File: src/design/gedcom_line_tokenizer_core_macros.svh
// ----------------------------------------------------------------------------
// GEDCOM line tokenizer assertion macros
// Concurrent assertion helpers clocked on clk and disabled during reset.
// They compile to nothing when SYNTHESIS is defined.
// ----------------------------------------------------------------------------
`ifndef GEDCOM_LINE_TOKENIZER_CORE_MACROS_SVH
`define GEDCOM_LINE_TOKENIZER_CORE_MACROS_SVH

`ifndef SYNTHESIS

// Invariant that must hold at every clock edge outside reset.
`define GLT_ASSERT(lbl, cond) \
  lbl: assert property (@(posedge clk) disable iff (!rst_n) (cond)) \
    else $error("gedcom tokenizer invariant violated");

// Consequence that must hold in the cycle after the antecedent.
`define GLT_ASSERT_NEXT(lbl, ante, cons) \
  lbl: assert property (@(posedge clk) disable iff (!rst_n) (ante) |=> (cons)) \
    else $error("gedcom tokenizer sequence violated");

`else

`define GLT_ASSERT(lbl, cond)
`define GLT_ASSERT_NEXT(lbl, ante, cons)

`endif

`endif

File: src/design/glt_pkg.sv
// ----------------------------------------------------------------------------
// GEDCOM line tokenizer package
// Shared constants, character codes, phase encoding and the structs that
// travel between the tokenizer top level and its scan logic.
// ----------------------------------------------------------------------------
package glt_pkg;

  // In-line offsets and lengths saturate at this count.
  localparam int LINE_MAX      = 255;
  localparam int LINE_BITS     = $clog2(LINE_MAX + 1);
  // Width of the absolute byte position counter, which wraps.
  localparam int POSITION_BITS = 32;
  localparam int START_BITS    = 32;
  localparam int FIELD_BITS    = 8;
  localparam int LEVEL_BITS    = 4;

  localparam logic [7:0] CH_ZERO = 8'h30;
  localparam logic [7:0] CH_NINE = 8'h39;
  localparam logic [7:0] CH_AT   = 8'h40;
  localparam logic [7:0] CH_LF   = 8'h0A;
  localparam logic [7:0] CH_CR   = 8'h0D;
  localparam logic [7:0] CH_SP   = 8'h20;
  localparam logic [7:0] CH_TAB  = 8'h09;
  localparam logic [7:0] CH_VT   = 8'h0B;
  localparam logic [7:0] CH_FF   = 8'h0C;

  typedef enum logic [2:0] {
    PH_WAIT,
    PH_LEVEL,
    PH_PRE1,
    PH_PRE2,
    PH_XREF,
    PH_POSTX,
    PH_TAG,
    PH_VALUE
  } phase_t;

  typedef logic [LINE_BITS-1:0] span_t;

  typedef struct packed {
    phase_t                   phase;
    logic [POSITION_BITS-1:0] pos;
    logic [POSITION_BITS-1:0] line_start;
    span_t                    offset;
    logic [LEVEL_BITS-1:0]    cur_level;
    logic [LEVEL_BITS-1:0]    line_level;
    logic                     line_valid;
    span_t                    xref_off;
    span_t                    xref_len;
    span_t                    tag_off;
    span_t                    tag_len;
    span_t                    val_off;
    span_t                    val_len;
    logic                     last_cr;
  } glt_state_t;

  typedef struct packed {
    logic [7:0] text_byte;
    logic       first_byte;
    logic       stream_end;
  } glt_byte_t;

  typedef struct packed {
    logic [START_BITS-1:0] line_start;
    logic                  line_ok;
    logic                  close_before;
    logic                  hierarchy_skip;
    logic [LEVEL_BITS-1:0] tag_level;
    logic [FIELD_BITS-1:0] xref_offset;
    logic [FIELD_BITS-1:0] xref_length;
    logic [FIELD_BITS-1:0] tag_offset;
    logic [FIELD_BITS-1:0] tag_length;
    logic [FIELD_BITS-1:0] value_offset;
    logic [FIELD_BITS-1:0] value_length;
    logic                  final_line;
  } glt_result_t;

endpackage

File: src/design/glt_channels.sv
// ----------------------------------------------------------------------------
// GEDCOM line tokenizer channels
// Valid/ready interfaces for the text byte input and the line result output.
// ----------------------------------------------------------------------------
interface glt_in_if;
  logic       valid;
  logic       ready;
  logic [7:0] text_byte;
  logic       first_byte;
  logic       stream_end;

  modport source (output valid, output text_byte, output first_byte,
                  output stream_end, input ready);
  modport sink   (input valid, input text_byte, input first_byte,
                  input stream_end, output ready);
endinterface

interface glt_out_if;
  logic                                  valid;
  logic                                  ready;
  logic [glt_pkg::START_BITS-1:0]        line_start;
  logic                                  line_ok;
  logic                                  close_before;
  logic                                  hierarchy_skip;
  logic [glt_pkg::LEVEL_BITS-1:0]        tag_level;
  logic [glt_pkg::FIELD_BITS-1:0]        xref_offset;
  logic [glt_pkg::FIELD_BITS-1:0]        xref_length;
  logic [glt_pkg::FIELD_BITS-1:0]        tag_offset;
  logic [glt_pkg::FIELD_BITS-1:0]        tag_length;
  logic [glt_pkg::FIELD_BITS-1:0]        value_offset;
  logic [glt_pkg::FIELD_BITS-1:0]        value_length;
  logic                                  final_line;

  modport source (output valid, output line_start, output line_ok,
                  output close_before, output hierarchy_skip, output tag_level,
                  output xref_offset, output xref_length, output tag_offset,
                  output tag_length, output value_offset, output value_length,
                  output final_line, input ready);
  modport sink   (input valid, input line_start, input line_ok,
                  input close_before, input hierarchy_skip, input tag_level,
                  input xref_offset, input xref_length, input tag_offset,
                  input tag_length, input value_offset, input value_length,
                  input final_line, output ready);
endinterface

File: src/design/gedcom_line_tokenizer_core.sv
// ----------------------------------------------------------------------------
// GEDCOM line tokenizer core
// Splits a GEDCOM byte stream into lines and reports level, xref, tag and
// value positions for each line.
// ----------------------------------------------------------------------------
// Usage:
// Text bytes arrive on in_chan, one item per byte, with first_byte marking
// the start of a document and stream_end its last byte. Bytes before the
// first '0' of a document are skipped. Each newline, and each stream_end
// byte, yields one line result item on out_chan; all other bytes yield none.
// An accepted item sits in the input register until the scan logic updates
// the tokenizer state and loads the result register, which drives out_chan.
// The design takes one byte per cycle, sustained while the receiver does
// not stall; that figure is set by the single scan step between the input
// and result registers, which carries the whole per-byte state update.
// When the receiver stalls, the result register holds its item and the byte
// in the input register waits, whether or not it would yield a result;
// in_chan.ready stays low while that byte cannot move, so nothing is lost.
// Reset (rst_n low, synchronous) empties both registers, returns the scan to
// waiting for the first '0' and clears the byte position and current level.
// ----------------------------------------------------------------------------
`include "gedcom_line_tokenizer_core_macros.svh"

module gedcom_line_tokenizer_core (
  input  logic      clk,
  input  logic      rst_n,
  glt_in_if.sink    in_chan,
  glt_out_if.source out_chan
);

  // Input register: one byte waiting for the scan step.
  logic                 in_v_r;
  logic                 in_v_nxt;
  glt_pkg::glt_byte_t   in_r;

  // Tokenizer state, updated once per scanned byte.
  glt_pkg::glt_state_t  state_r;
  glt_pkg::glt_state_t  state_nxt;

  // Result register feeding out_chan.
  logic                 out_valid_r;
  logic                 out_valid_nxt;
  glt_pkg::glt_result_t out_r;

  glt_pkg::glt_result_t scan_res;
  logic                 scan_emit;
  logic                 fire;
  logic                 in_take;

  // State summaries used by the checks at the end of the module.
  logic                 st_wait;
  logic                 st_idle_line;
  logic                 st_fresh;

  // The byte in the input register is scanned whenever the result register
  // is free or is being emptied in this cycle.
  assign fire          = in_v_r && (!out_valid_r || out_chan.ready);
  assign in_chan.ready = !in_v_r || fire;
  assign in_take       = in_chan.valid && in_chan.ready;
  assign in_v_nxt      = in_take || (in_v_r && !fire);
  assign out_valid_nxt = (fire && scan_emit) || (out_valid_r && !out_chan.ready);

  glt_scan u_scan (
    .st_i   (state_r),
    .byte_i (in_r),
    .st_o   (state_nxt),
    .emit_o (scan_emit),
    .res_o  (scan_res)
  );

  always_ff @(posedge clk) begin
    if (!rst_n) begin
      in_v_r      <= 1'b0;
      out_valid_r <= 1'b0;
      // The all-zero state is the wait phase with no open line.
      state_r     <= '0;
    end else begin
      in_v_r      <= in_v_nxt;
      out_valid_r <= out_valid_nxt;
      if (fire) begin
        state_r <= state_nxt;
      end
    end
  end

  // Payload registers carry no reset.
  always_ff @(posedge clk) begin
    if (in_take) begin
      in_r.text_byte  <= in_chan.text_byte;
      in_r.first_byte <= in_chan.first_byte;
      in_r.stream_end <= in_chan.stream_end;
    end
    if (fire && scan_emit) begin
      out_r <= scan_res;
    end
  end

  assign out_chan.valid          = out_valid_r;
  assign out_chan.line_start     = out_r.line_start;
  assign out_chan.line_ok        = out_r.line_ok;
  assign out_chan.close_before   = out_r.close_before;
  assign out_chan.hierarchy_skip = out_r.hierarchy_skip;
  assign out_chan.tag_level      = out_r.tag_level;
  assign out_chan.xref_offset    = out_r.xref_offset;
  assign out_chan.xref_length    = out_r.xref_length;
  assign out_chan.tag_offset     = out_r.tag_offset;
  assign out_chan.tag_length     = out_r.tag_length;
  assign out_chan.value_offset   = out_r.value_offset;
  assign out_chan.value_length   = out_r.value_length;
  assign out_chan.final_line     = out_r.final_line;

  assign st_wait      = (state_r.phase == glt_pkg::PH_WAIT);
  assign st_idle_line = (state_r.offset == '0) && !state_r.line_valid &&
                        (state_r.line_start == '0);
  assign st_fresh     = st_wait || (state_r.phase == glt_pkg::PH_LEVEL);

  // While waiting for a document's first '0', no line is open.
  `GLT_ASSERT(a_wait_clear, !st_wait || st_idle_line)

  // Only a line that has scanned no byte yet has a zero in-line count.
  `GLT_ASSERT(a_offset_live, st_fresh == (state_r.offset == '0))

  // The last byte of a document always produces a result item.
  `GLT_ASSERT_NEXT(a_end_result, fire && in_r.stream_end, out_valid_r && out_r.final_line)

endmodule

File: src/design/glt_scan.sv
// ----------------------------------------------------------------------------
// GEDCOM line tokenizer scan step
// Combinational next-state and line-result logic for one text byte.
// ----------------------------------------------------------------------------
module glt_scan (
  input  glt_pkg::glt_state_t  st_i,
  input  glt_pkg::glt_byte_t   byte_i,
  output glt_pkg::glt_state_t  st_o,
  output logic                 emit_o,
  output glt_pkg::glt_result_t res_o
);

  function automatic glt_pkg::span_t sat_inc(glt_pkg::span_t v);
    return (v < glt_pkg::LINE_BITS'(glt_pkg::LINE_MAX)) ?
           v + glt_pkg::LINE_BITS'(1) : glt_pkg::LINE_BITS'(glt_pkg::LINE_MAX);
  endfunction

  function automatic glt_pkg::span_t span(glt_pkg::span_t from, glt_pkg::span_t upto);
    return (upto > from) ? upto - from : '0;
  endfunction

  function automatic glt_pkg::glt_state_t clear_line(glt_pkg::glt_state_t st);
    glt_pkg::glt_state_t r;
    r            = st;
    r.offset     = '0;
    r.line_level = '0;
    r.line_valid = 1'b0;
    r.xref_off   = '0;
    r.xref_len   = '0;
    r.tag_off    = '0;
    r.tag_len    = '0;
    r.val_off    = '0;
    r.val_len    = '0;
    r.last_cr    = 1'b0;
    return r;
  endfunction

  glt_pkg::glt_state_t a;
  glt_pkg::glt_state_t s;
  glt_pkg::glt_state_t n;
  logic [7:0]          c;
  logic [7:0]          dig;
  logic                blank;
  logic                space;
  logic                ok;
  logic                vl_trim;
  glt_pkg::span_t      off;
  glt_pkg::span_t      fin_end;
  glt_pkg::span_t      xo;
  glt_pkg::span_t      xl;
  glt_pkg::span_t      to_off;
  glt_pkg::span_t      tl;
  glt_pkg::span_t      vo;
  glt_pkg::span_t      vl;

  assign c     = byte_i.text_byte;
  assign dig   = c - glt_pkg::CH_ZERO;
  assign blank = (c == glt_pkg::CH_SP) || (c == glt_pkg::CH_TAB);
  assign space = blank || (c == glt_pkg::CH_LF) || (c == glt_pkg::CH_VT) ||
                 (c == glt_pkg::CH_FF) || (c == glt_pkg::CH_CR);

  // Byte scan: document restart, line start from the wait phase, field phases.
  always_comb begin
    a = st_i;
    if (byte_i.first_byte) begin
      a            = clear_line(st_i);
      a.phase      = glt_pkg::PH_WAIT;
      a.pos        = '0;
      a.line_start = '0;
    end
    off = a.offset;
    s   = a;
    if (a.phase == glt_pkg::PH_WAIT) begin
      if (c == glt_pkg::CH_ZERO) begin
        s            = clear_line(a);
        s.phase      = glt_pkg::PH_PRE1;
        s.line_start = a.pos;
        s.line_valid = 1'b1;
        s.offset     = glt_pkg::LINE_BITS'(1);
      end
    end else if (c != glt_pkg::CH_LF) begin
      case (a.phase)
        glt_pkg::PH_LEVEL: begin
          if (c >= glt_pkg::CH_ZERO && c <= glt_pkg::CH_NINE) begin
            s.line_level = dig[glt_pkg::LEVEL_BITS-1:0];
            s.line_valid = 1'b1;
            s.phase      = glt_pkg::PH_PRE1;
          end else begin
            s.line_valid = 1'b0;
            s.phase      = glt_pkg::PH_VALUE;
          end
        end
        glt_pkg::PH_PRE1, glt_pkg::PH_PRE2: begin
          if (c == glt_pkg::CH_AT) begin
            s.xref_off = sat_inc(off);
            s.phase    = glt_pkg::PH_XREF;
          end else if (blank && a.phase == glt_pkg::PH_PRE1) begin
            s.phase = glt_pkg::PH_PRE2;
          end else if (blank) begin
            s.tag_off = sat_inc(off);
            s.phase   = glt_pkg::PH_TAG;
          end else begin
            // The byte opens the tag and is scanned again as a tag byte.
            s.tag_off = off;
            if (space) begin
              s.tag_len = '0;
              s.val_off = off;
              s.phase   = glt_pkg::PH_VALUE;
            end else begin
              s.phase = glt_pkg::PH_TAG;
            end
          end
        end
        glt_pkg::PH_XREF: begin
          if (c == glt_pkg::CH_AT) begin
            s.xref_len = span(a.xref_off, off);
            s.phase    = glt_pkg::PH_POSTX;
          end
        end
        glt_pkg::PH_POSTX: begin
          if (blank) begin
            s.tag_off = sat_inc(off);
            s.phase   = glt_pkg::PH_TAG;
          end else begin
            s.tag_off = off;
            if (space) begin
              s.tag_len = '0;
              s.val_off = off;
              s.phase   = glt_pkg::PH_VALUE;
            end else begin
              s.phase = glt_pkg::PH_TAG;
            end
          end
        end
        glt_pkg::PH_TAG: begin
          if (space) begin
            s.tag_len = span(a.tag_off, off);
            s.val_off = blank ? sat_inc(off) : off;
            s.phase   = glt_pkg::PH_VALUE;
          end
        end
        default: begin
        end
      endcase
      s.last_cr = (c == glt_pkg::CH_CR);
      s.offset  = sat_inc(off);
    end
  end

  // Line close: fill in the fields the scan never reached.
  always_comb begin
    fin_end = s.offset;
    ok      = s.line_valid && (s.phase != glt_pkg::PH_LEVEL);
    xo      = s.xref_off;
    xl      = s.xref_len;
    to_off  = s.tag_off;
    tl      = s.tag_len;
    vo      = s.val_off;
    vl      = s.val_len;
    vl_trim = 1'b0;
    case (s.phase)
      glt_pkg::PH_PRE1, glt_pkg::PH_PRE2, glt_pkg::PH_POSTX: begin
        to_off = fin_end;
        tl     = '0;
        vo     = fin_end;
        vl     = '0;
      end
      glt_pkg::PH_XREF: begin
        xl     = span(s.xref_off, fin_end);
        to_off = fin_end;
        tl     = '0;
        vo     = fin_end;
        vl     = '0;
      end
      glt_pkg::PH_TAG: begin
        tl = span(s.tag_off, fin_end);
        vo = fin_end;
        vl = '0;
      end
      default: begin
        vl = span(s.val_off, fin_end);
        // A trailing carriage return is dropped unless the line was clipped.
        vl_trim = s.last_cr && (vl != '0) &&
                  (fin_end < glt_pkg::LINE_BITS'(glt_pkg::LINE_MAX));
        if (vl_trim) begin
          vl = vl - glt_pkg::LINE_BITS'(1);
        end
      end
    endcase
    if (xl == '0 && s.phase != glt_pkg::PH_XREF && s.phase != glt_pkg::PH_POSTX) begin
      xo = '0;
    end

    emit_o = ((a.phase != glt_pkg::PH_WAIT) && (c == glt_pkg::CH_LF)) || byte_i.stream_end;

    res_o            = '0;
    res_o.final_line = byte_i.stream_end;
    if (s.phase != glt_pkg::PH_WAIT) begin
      res_o.line_start = glt_pkg::START_BITS'(s.line_start);
    end
    if (ok) begin
      res_o.line_ok        = 1'b1;
      res_o.close_before   = (s.line_level <= s.cur_level);
      res_o.hierarchy_skip = ({1'b0, s.line_level} >
                              ({1'b0, s.cur_level} + (glt_pkg::LEVEL_BITS + 1)'(1)));
      res_o.tag_level      = s.line_level;
      res_o.xref_offset    = glt_pkg::FIELD_BITS'(xo);
      res_o.xref_length    = glt_pkg::FIELD_BITS'(xl);
      res_o.tag_offset     = glt_pkg::FIELD_BITS'(to_off);
      res_o.tag_length     = glt_pkg::FIELD_BITS'(tl);
      res_o.value_offset   = glt_pkg::FIELD_BITS'(vo);
      res_o.value_length   = glt_pkg::FIELD_BITS'(vl);
    end
  end

  // Next state after the byte and any line close.
  always_comb begin
    n     = s;
    n.pos = a.pos + glt_pkg::POSITION_BITS'(1);
    if (ok && emit_o) begin
      n.cur_level = s.line_level;
    end
    if (byte_i.stream_end) begin
      n            = clear_line(n);
      n.phase      = glt_pkg::PH_WAIT;
      n.pos        = '0;
      n.line_start = '0;
    end else if (emit_o) begin
      n            = clear_line(n);
      n.phase      = glt_pkg::PH_LEVEL;
      n.line_start = a.pos + glt_pkg::POSITION_BITS'(1);
    end
    st_o = n;
  end

endmodule

File: src/flat_wrapper.sv
// flat-port wrapper written by rule: the top's interface ports become plain ports
module gedcom_line_tokenizer_core_flat 
  (clk, rst_n, in_chan_valid, in_chan_text_byte, in_chan_first_byte, in_chan_stream_end, in_chan_ready, out_chan_valid, out_chan_line_start, out_chan_line_ok, out_chan_close_before, out_chan_hierarchy_skip, out_chan_tag_level, out_chan_xref_offset, out_chan_xref_length, out_chan_tag_offset, out_chan_tag_length, out_chan_value_offset, out_chan_value_length, out_chan_final_line, out_chan_ready);
  glt_in_if in_chan_i ();
  glt_out_if out_chan_i ();
  input  logic clk;
  input  logic rst_n;
  input wire logic [$bits(in_chan_i.valid)-1:0] in_chan_valid;
  input wire logic [$bits(in_chan_i.text_byte)-1:0] in_chan_text_byte;
  input wire logic [$bits(in_chan_i.first_byte)-1:0] in_chan_first_byte;
  input wire logic [$bits(in_chan_i.stream_end)-1:0] in_chan_stream_end;
  output wire logic [$bits(in_chan_i.ready)-1:0] in_chan_ready;
  output wire logic [$bits(out_chan_i.valid)-1:0] out_chan_valid;
  output wire logic [$bits(out_chan_i.line_start)-1:0] out_chan_line_start;
  output wire logic [$bits(out_chan_i.line_ok)-1:0] out_chan_line_ok;
  output wire logic [$bits(out_chan_i.close_before)-1:0] out_chan_close_before;
  output wire logic [$bits(out_chan_i.hierarchy_skip)-1:0] out_chan_hierarchy_skip;
  output wire logic [$bits(out_chan_i.tag_level)-1:0] out_chan_tag_level;
  output wire logic [$bits(out_chan_i.xref_offset)-1:0] out_chan_xref_offset;
  output wire logic [$bits(out_chan_i.xref_length)-1:0] out_chan_xref_length;
  output wire logic [$bits(out_chan_i.tag_offset)-1:0] out_chan_tag_offset;
  output wire logic [$bits(out_chan_i.tag_length)-1:0] out_chan_tag_length;
  output wire logic [$bits(out_chan_i.value_offset)-1:0] out_chan_value_offset;
  output wire logic [$bits(out_chan_i.value_length)-1:0] out_chan_value_length;
  output wire logic [$bits(out_chan_i.final_line)-1:0] out_chan_final_line;
  input wire logic [$bits(out_chan_i.ready)-1:0] out_chan_ready;
  assign in_chan_i.valid = in_chan_valid;
  assign in_chan_i.text_byte = in_chan_text_byte;
  assign in_chan_i.first_byte = in_chan_first_byte;
  assign in_chan_i.stream_end = in_chan_stream_end;
  assign in_chan_ready = in_chan_i.ready;
  assign out_chan_valid = out_chan_i.valid;
  assign out_chan_line_start = out_chan_i.line_start;
  assign out_chan_line_ok = out_chan_i.line_ok;
  assign out_chan_close_before = out_chan_i.close_before;
  assign out_chan_hierarchy_skip = out_chan_i.hierarchy_skip;
  assign out_chan_tag_level = out_chan_i.tag_level;
  assign out_chan_xref_offset = out_chan_i.xref_offset;
  assign out_chan_xref_length = out_chan_i.xref_length;
  assign out_chan_tag_offset = out_chan_i.tag_offset;
  assign out_chan_tag_length = out_chan_i.tag_length;
  assign out_chan_value_offset = out_chan_i.value_offset;
  assign out_chan_value_length = out_chan_i.value_length;
  assign out_chan_final_line = out_chan_i.final_line;
  assign out_chan_i.ready = out_chan_ready;
  gedcom_line_tokenizer_core u_core (.clk(clk), .rst_n(rst_n), .in_chan(in_chan_i), .out_chan(out_chan_i));
endmodule
File: config.mk
export PLATFORM = sky130hd
export DESIGN_NAME = gedcom_line_tokenizer_core_flat
export DESIGN_NICKNAME = d
export VERILOG_FILES = /design/src/design/glt_pkg.sv /design/src/design/glt_channels.sv /design/src/design/gedcom_line_tokenizer_core.sv /design/src/design/glt_scan.sv /design/src/flat_wrapper.sv
export VERILOG_INCLUDE_DIRS = /design/src /design/src/design
export SDC_FILE = /design/constraint.sdc
export NUM_CORES = 1
export LEC_CHECK = 0
export ABC_AREA = 1
export BUFFER_PORTS_ARGS = -buffer_cell sky130_fd_sc_hd__buf_2
export CORE_ASPECT_RATIO = 0.6
export CORE_MARGIN = 4
export CORE_UTILIZATION = 48
export DETAILED_ROUTE_END_ITERATION = 10
export PLACE_DENSITY = 0.75
export SYNTH_ARGS = -nofsm -noshare
export SYNTH_HDL_FRONTEND = slang
export SYNTH_SLANG_ARGS = --single-unit
File: constraint.sdc
create_clock -name clk -period 7.04 [get_ports clk]
set_clock_uncertainty 0.05 [all_clocks]
set_input_delay 0.704 -clock clk [delete_from_list [all_inputs] [get_ports clk]]
set_output_delay 0.704 -clock clk [all_outputs]
set_load 0.005 [all_outputs]
==> results of run 1 <==
state kept, by name, summed over array words and instances, names as in the netlist:
name,count
u_core.state_r,125
u_core.out_chan.line_start,32
u_core.in_r,10
u_core.out_chan.tag_length,8
u_core.out_chan.tag_offset,8
u_core.out_chan.value_length,8
u_core.out_chan.value_offset,8
u_core.out_chan.xref_length,8
u_core.out_chan.xref_offset,8
u_core.out_chan.tag_level,4
u_core.in_v_r,1
u_core.out_chan.close_before,1
u_core.out_chan.final_line,1
u_core.out_chan.hierarchy_skip,1
u_core.out_chan.line_ok,1
u_core.out_chan.valid,1
worst max-delay path: cells and delay by family (launching register included):
| kind | cells | cell delay [ns] |
|---|---|---|
| adders and majority gates | 2 | 0.67 |
| AOI/OAI and AO/OA | 4 | 1.15 |
| buffers and inverters | 5 | 1.12 |
| DFF | 1 | 0.67 |
| and+or+nand+nor | 13 | 1.91 |
cells by family after synthesis:
family          count (synthesis)
simple gates                  882
compound gates                438
buf+inv                       343
flops                         225
fa+ha+maj                      58
xor+xnor                       49
routing by layer:
layer  routed length [um]  vias to the layer above
met3                 5190                       60
met4                  591                        2
met5                   14                        -
met1                22200                     6503
li1                     -                     6701
met2                16800                      693
layout make-up:
class / count / share of cell area (%)
antenna: 1 / 0.0158
clock buffer: 30 / 4.12
clock inverter: 13 / 0.575
inverter: 265 / 6.31
multi-input combinational: 1427 / 47.2
sequential: 225 / 34.6
tap: 400 / 3.15
timing repair buffer: 120 / 4.05
how the worst max path moves through the flow:
stage | startpoint | endpoint | slack [ns]
detailed placement | u_core.in_r[1]$_DFFE_PP_ | u_core.out_chan.value_length[7]$_SDFFCE_PP0P_ | 1.41
CTS | u_core.in_r[1]$_DFFE_PP_ | u_core.out_chan.value_length[7]$_SDFFCE_PP0P_ | 1.37
floorplan | u_core.in_r[1]$_DFFE_PP_ | u_core.state_r[54]$_SDFFE_PN0P_ | 1.35
global placement | u_core.in_r[1]$_DFFE_PP_ | u_core.out_chan.value_length[4]$_SDFFCE_PP0P_ | 1.61
finish | u_core.in_r[1]$_DFFE_PP_ | u_core.out_chan.value_length[7]$_SDFFCE_PP0P_ | 1.21
global route | u_core.in_r[1]$_DFFE_PP_ | u_core.out_chan.value_length[4]$_SDFFCE_PP0P_ | 0.78
stage by stage:
step                      instances  total power [mW]  area [um2]  util (%)
after detailed placement       2437              1.52       15100      52.0
after global placement         2437              1.52       15100      52.0
final                          2481              2.73       15900      54.6
after floorplan                1995              1.48       14300         -
after CTS                      2480              2.75       15900      54.6
after global routing           2480              2.82       15900      54.6
power breakdown:
part,leakage [nW],switching (mW),internal [mW]
clock network,0.367,0.547,0.694
registers,1.99,0.00847,1.37
logic,3.88,0.0863,0.0230
placed cells by master (no fill, tap or decap), types with 8 or more instances in the layout:
cell type,n
o211ai_1,10
a31oi_1,9
nor3_1,24
xor2_1,34
nor2_4,8
ha_1,53
inv_1,246
clkbuf_16,25
o21a_1,12
buf_4,17
inv_2,15
nand2_1,455
o21ai_1,11
buf_2,103
nand3_1,73
xnor2_1,15
nor2_2,9
nand2_2,20
nand4_1,29
o22ai_1,17
or2_2,11
dfxtp_1,127
o21ai_0,136
a21oi_1,212
edfxtp_1,98
nor2_1,225
cells in the mapped netlist, types with 11 or more instances:
| cell type | instances | area, um2 |
|---|---|---|
| buf_1 | 12 | 45.0 |
| nand2_2 | 20 | 125 |
| a21oi_1 | 212 | 1060 |
| edfxtp_1 | 98 | 2940 |
| nand2_1 | 456 | 1710 |
| inv_1 | 246 | 923 |
| o21a_1 | 12 | 90.1 |
| o21ai_0 | 136 | 681 |
| ha_1 | 53 | 663 |
| clkbuf_1 | 50 | 188 |
| o22ai_1 | 17 | 106 |
| dfxtp_1 | 127 | 2540 |
| nand3_1 | 73 | 365 |
| nor2_1 | 227 | 852 |
| xor2_1 | 34 | 298 |
| or2_2 | 11 | 68.8 |
| o21ai_1 | 11 | 55.1 |
| nor3_1 | 24 | 120 |
| inv_2 | 15 | 56.3 |
| nand4_1 | 29 | 181 |
| xnor2_1 | 15 | 131 |
==> flow_metrics.env, run 1 <==
export IMPL_status="finished clean"
export IMPL_r2r_cells=24
export IMPL_slowest_stage="edfxtp_1"
export IMPL_synth_edf_count=98
export IMPL_dr_pass1_iters=6
export IMPL_cts_sinks=225
export IMPL_ctsResizeCount=0
export IMPL_drive_gt1_share_pct=11.9
export IMPL_coreArea_um2=29100
export IMPL_synth_fp_nets=2067
export IMPL_crit_path_start_kind="register"
export IMPL_fin_nets=2135
export IMPL_grtUsageTotal_pct=26.5
export IMPL_crit_fanout=26
export IMPL_start_util_pct=49.3
export IMPL_arrival_ns=6.08
export IMPL_worstMarginPinSlew_ns=1.18
export IMPL_fin_setup_tns_ns=0
export IMPL_synth_compound_area_share_pct=16.8
export IMPL_fillCellCount=2822
export IMPL_grt_start_max_net_pins=102
export IMPL_required_ns=7.28
export IMPL_slew_viol_final=0
export IMPL_reg2reg_to="u_core.out_chan.value_length[7]$_SDFFCE_PP0P_"
export IMPL_ys_seq_area_share_pct=38.3
export IMPL_antenna_found_initial=1
export IMPL_postSynthAreaPerCell_um2=7.18
export IMPL_io_pins=104
export IMPL_wl_per_cell_um=18.0
export IMPL_crit_type="reg2reg"
export IMPL_path_cells="inv_4 > nand2_1 > nand2_1 > nor2_2 > inv_2 > nand2_2 > inv_1 > o211ai_1 > inv_1 > ha_1 > nand2_1 > nor2_1 > nand2_1 > o211ai_1 > nand2_1 > nor2_1 > inv_1 > ha_1 > nand2_1 > nor2_1 > a31oi_2 > nand2_4 > nand2_1 > a21oi_1"
export IMPL_grt_busiest_layer="met1"
export IMPL_met1_usage_pct=43.2
export IMPL_rrSetupSlack_ns=1.21
export IMPL_synthMuxAreaShare_pct=0
export IMPL_synth_top_family_by_area="simple AND/OR/NAND/NOR gates"
export IMPL_critical_path_max_stage_delay_ns=0.67
export IMPL_multi_input_area_um2=7500
export IMPL_cts_tree="yes"
export IMPL_cts_buffer_depth=3
export IMPL_ys_seq_elements=225
export IMPL_fmax_ghz=0.171
export IMPL_yosys_area_share_simple_pct=27.1
export IMPL_worstHoldStart="in_chan_text_byte[5]"
export IMPL_area_delta_synth_final_pct=10.8
export IMPL_yosysWarnings=0
export IMPL_relSlewSlack_pct=21.2
export IMPL_grt_use_met3_pct=7.18
export IMPL_grt_overflow_total=0
export IMPL_hold_buffers=0
export IMPL_post_cts_buffers=0
export IMPL_drc=0
export IMPL_crit_top_cell="nand2_1"
export IMPL_cts_buffers=24
export IMPL_rows=48
export IMPL_dp_hpwl_um=33200
export IMPL_setup_slack_ns=1.21
export IMPL_root_buffer="clkbuf_16"
export IMPL_viasPerCell=5.63
export IMPL_fp_dieW_um=231
export IMPL_worstReg2RegStart="u_core.in_r[1]$_DFFE_PP_"
export IMPL_place_ws_ns=1.41
export IMPL_synth_ff_type="dfxtp_1"
export IMPL_synth_area_um2=14300
export IMPL_holdPathStages=1
export IMPL_powerDensity_nw_per_um2=172
export IMPL_hold_path_class="in2reg"
export IMPL_rsz0062_at_grt="no"
export IMPL_hold_end="u_core.in_r[7]$_DFFE_PP_"
export IMPL_postSynthCellCount=1995
export IMPL_clk_latency_ns=0.55
export IMPL_register_area_um2=5490
export IMPL_hold_worst_slack_ns=0.288
export IMPL_finalCriticalPeriod_ns=5.83
export IMPL_maxCapViolCount=0
export IMPL_drt_iter0_markers=1961
export IMPL_ir_drop_mv=0.199
export IMPL_die_area_um2=32800
export IMPL_ant_nets=0
export IMPL_grt_pass1_vias=12400
export IMPL_clk_pin_slew_ns=0.07
export IMPL_async_flop_share_pct=0
export IMPL_synth_fa_ha_area_share_pct=5.33
export IMPL_synth_xor_area_share_pct=2.99
export IMPL_end_kind="register"
export IMPL_vias=14000
export IMPL_grt_first_pass_wirelength_um=69700
export IMPL_wl_um=44800
export IMPL_hold_viol_final=0
export IMPL_setup_viol=0
export IMPL_use_met2_pct=34.8
export IMPL_h_tree_depth=1
export IMPL_leakagePower_nw=6.24
export IMPL_io_buffers=103
export IMPL_die_h_um=142
export IMPL_ys_types=60
export IMPL_min_period_over_period_pct=82.9
export IMPL_place_congestion=0.992
(Power assumes the default switching activity.)
==> run 2, diff against run 1 <==
clock period = 6 ns   (was 7.04 ns; I/O delays follow)
==> flow_metrics.env, run 2 (synthesized netlist as in run 1, its figures left out) <==
export IMPL_viasPerCell=5.61
export IMPL_hold_path_class="in2reg"
export IMPL_ant_nets=0
export IMPL_maxCapViolCount=0
export IMPL_min_period_over_period_pct=92.5
export IMPL_coreArea_um2=29100
export IMPL_ir_drop_mv=0.211
export IMPL_clk_pin_slew_ns=0.07
export IMPL_critical_path_max_stage_delay_ns=0.42
export IMPL_antenna_found_initial=2
export IMPL_slowest_stage="nor2_1"
export IMPL_arrival_ns=5.78
export IMPL_finalCriticalPeriod_ns=5.55
export IMPL_fin_nets=2142
export IMPL_die_area_um2=32800
export IMPL_drive_gt1_share_pct=12.4
export IMPL_worstReg2RegStart="u_core.in_r[1]$_DFFE_PP_"
export IMPL_startpoint="u_core.in_r[1]$_DFFE_PP_"
export IMPL_cts_buffer_depth=3
export IMPL_p_total_mw=3.29
export IMPL_hold_viol_final=0
export IMPL_diodes=0
export IMPL_rsz0062_at_grt="no"
export IMPL_leakagePower_nw=6.29
export IMPL_setup_viol=0
export IMPL_cts_tree="yes"
export IMPL_vias=14000
export IMPL_clk_latency_ns=0.56
export IMPL_grt_overflow_total=0
export IMPL_worstHoldStart="in_chan_first_byte"
export IMPL_status="finished clean"
export IMPL_fp_dieW_um=231
export IMPL_fin_setup_tns_ns=0
export IMPL_wl_per_cell_um=18.1
export IMPL_io_pins=104
export IMPL_area_delta_synth_final_pct=11.6
export IMPL_powerDensity_nw_per_um2=205
export IMPL_drc=0
export IMPL_crit_path_start_kind="register"
export IMPL_crit_type="reg2reg"
export IMPL_end_kind="register"
export IMPL_grt_pass1_vias=12500
export IMPL_fillCellCount=2819
export IMPL_layout_common_cells="455 x nand2_1, 246 x inv_1, 224 x nor2_1, 212 x a21oi_1, 136 x o21ai_0"
export IMPL_place_area_um2=15200
export IMPL_hold_worst_slack_ns=0.167
export IMPL_grt_start_max_net_pins=78
export IMPL_cts_buffers=24
export IMPL_cts_sinks=225
export IMPL_final_common_cell="nand2_1"
export IMPL_grtUsageTotal_pct=26.8
export IMPL_crit_top_cell="nand2_1"
export IMPL_die_h_um=142
export IMPL_rows=48
export IMPL_fmax_ghz=0.180
export IMPL_dp_hpwl_um=33300
export IMPL_crit_fanout=21
export IMPL_relSlewSlack_pct=36.4
export IMPL_worstMarginPinSlew_ns=0.943
export IMPL_start_util_pct=49.3
export IMPL_slew_viol_final=0
export IMPL_cp_buffers_inverters=4
export IMPL_root_buffer="clkbuf_16"
export IMPL_path_delay_family="simple AND/OR/NAND/NOR gates"
export IMPL_dr_pass1_iters=6
export IMPL_h_tree_depth=1
export IMPL_fin_area_um2=16000
export IMPL_io_buffers=103
export IMPL_required_ns=6.24
export IMPL_grt_first_pass_wirelength_um=70100
export IMPL_wl_um=45000
export IMPL_regMostFlops="u_core.state_r"
export IMPL_drt_iter0_markers=1856
export IMPL_largest_register_ff_count=125
export IMPL_place_congestion=1.11
export IMPL_hold_buffers=0
[run 2: metal layers]
| layer | GRT usage (%) | part of all wire, % | vias up |
|---|---|---|---|
| li1 | - | - | 6692 |
| met2 | 35.3 | 38 | 727 |
| met5 | 0 | 0 | - |
| met3 | 8.25 | 13 | 73 |
| met1 | 42.3 | 47 | 6475 |
| met4 | 5.72 | 2.1 | 0 |
[run 2: power by group]
group          switching (mW)  total [mW]  leakage [nW]  internal, mW
sequential            0.00843        1.62          1.99          1.61
combinational           0.102       0.129          3.91        0.0273
clock                   0.645        1.54         0.385         0.892
[run 2: layout make-up]
type                            instances  area (um2)  area share [%]
Inverter                              265        1000            6.27
Clock inverter                          9         114           0.712
Sequential cell                       225        5490            34.3
Clock buffer                           35         693            4.34
Tap cell                              400         500            3.13
Timing Repair Buffer                  127         696            4.35
Multi-Input combinational cell       1427        7500            46.9
[run 2: worst paths after layout]
| path | to | slack [ns] | depth (start not counted) |
|---|---|---|---|
| worst max-delay path | u_core.out_chan.value_length[3]$_SDFFCE_PP0P_ | 0.45 | 31 |
| worst min-delay path | u_core.in_r[1]$_DFFE_PP_ | 0.17 | 1 |
| worst max register to register | u_core.out_chan.value_length[3]$_SDFFCE_PP0P_ | 0.45 | 31 |
| worst min register to register | u_core.state_r[85]$_SDFFE_PN0P_ | 0.41 | 2 |
[run 2: worst register-to-register path, delay by kind of cell (launching register included)]
kind                     cells  cell delay [ns]
flip-flops                   1             0.36
AND/OR/NAND/NOR             18             2.37
buffers and inverters        4             0.55
AO/OA/AOI/OAI                6             1.11
adder cells (fa/ha/maj)      3             0.84
[run 2: per-stage QoR]
stage / utilization (%) / setup slack, ns / cells
after floorplan: - / 0.309 / 1995
after global placement: 52.2 / 0.644 / 2444
after detailed placement: 52.2 / 0.548 / 2444
after CTS: 55.0 / 0.509 / 2488
after global routing: 55.0 / 0.153 / 2488
final: 55.0 / 0.451 / 2488
[run 2: timing repair]
item                                    4_1_cts  5_1_grt
setup buffers                                 0        0
endpoints found under the setup margin        0        2
gates resized for setup                       0        1
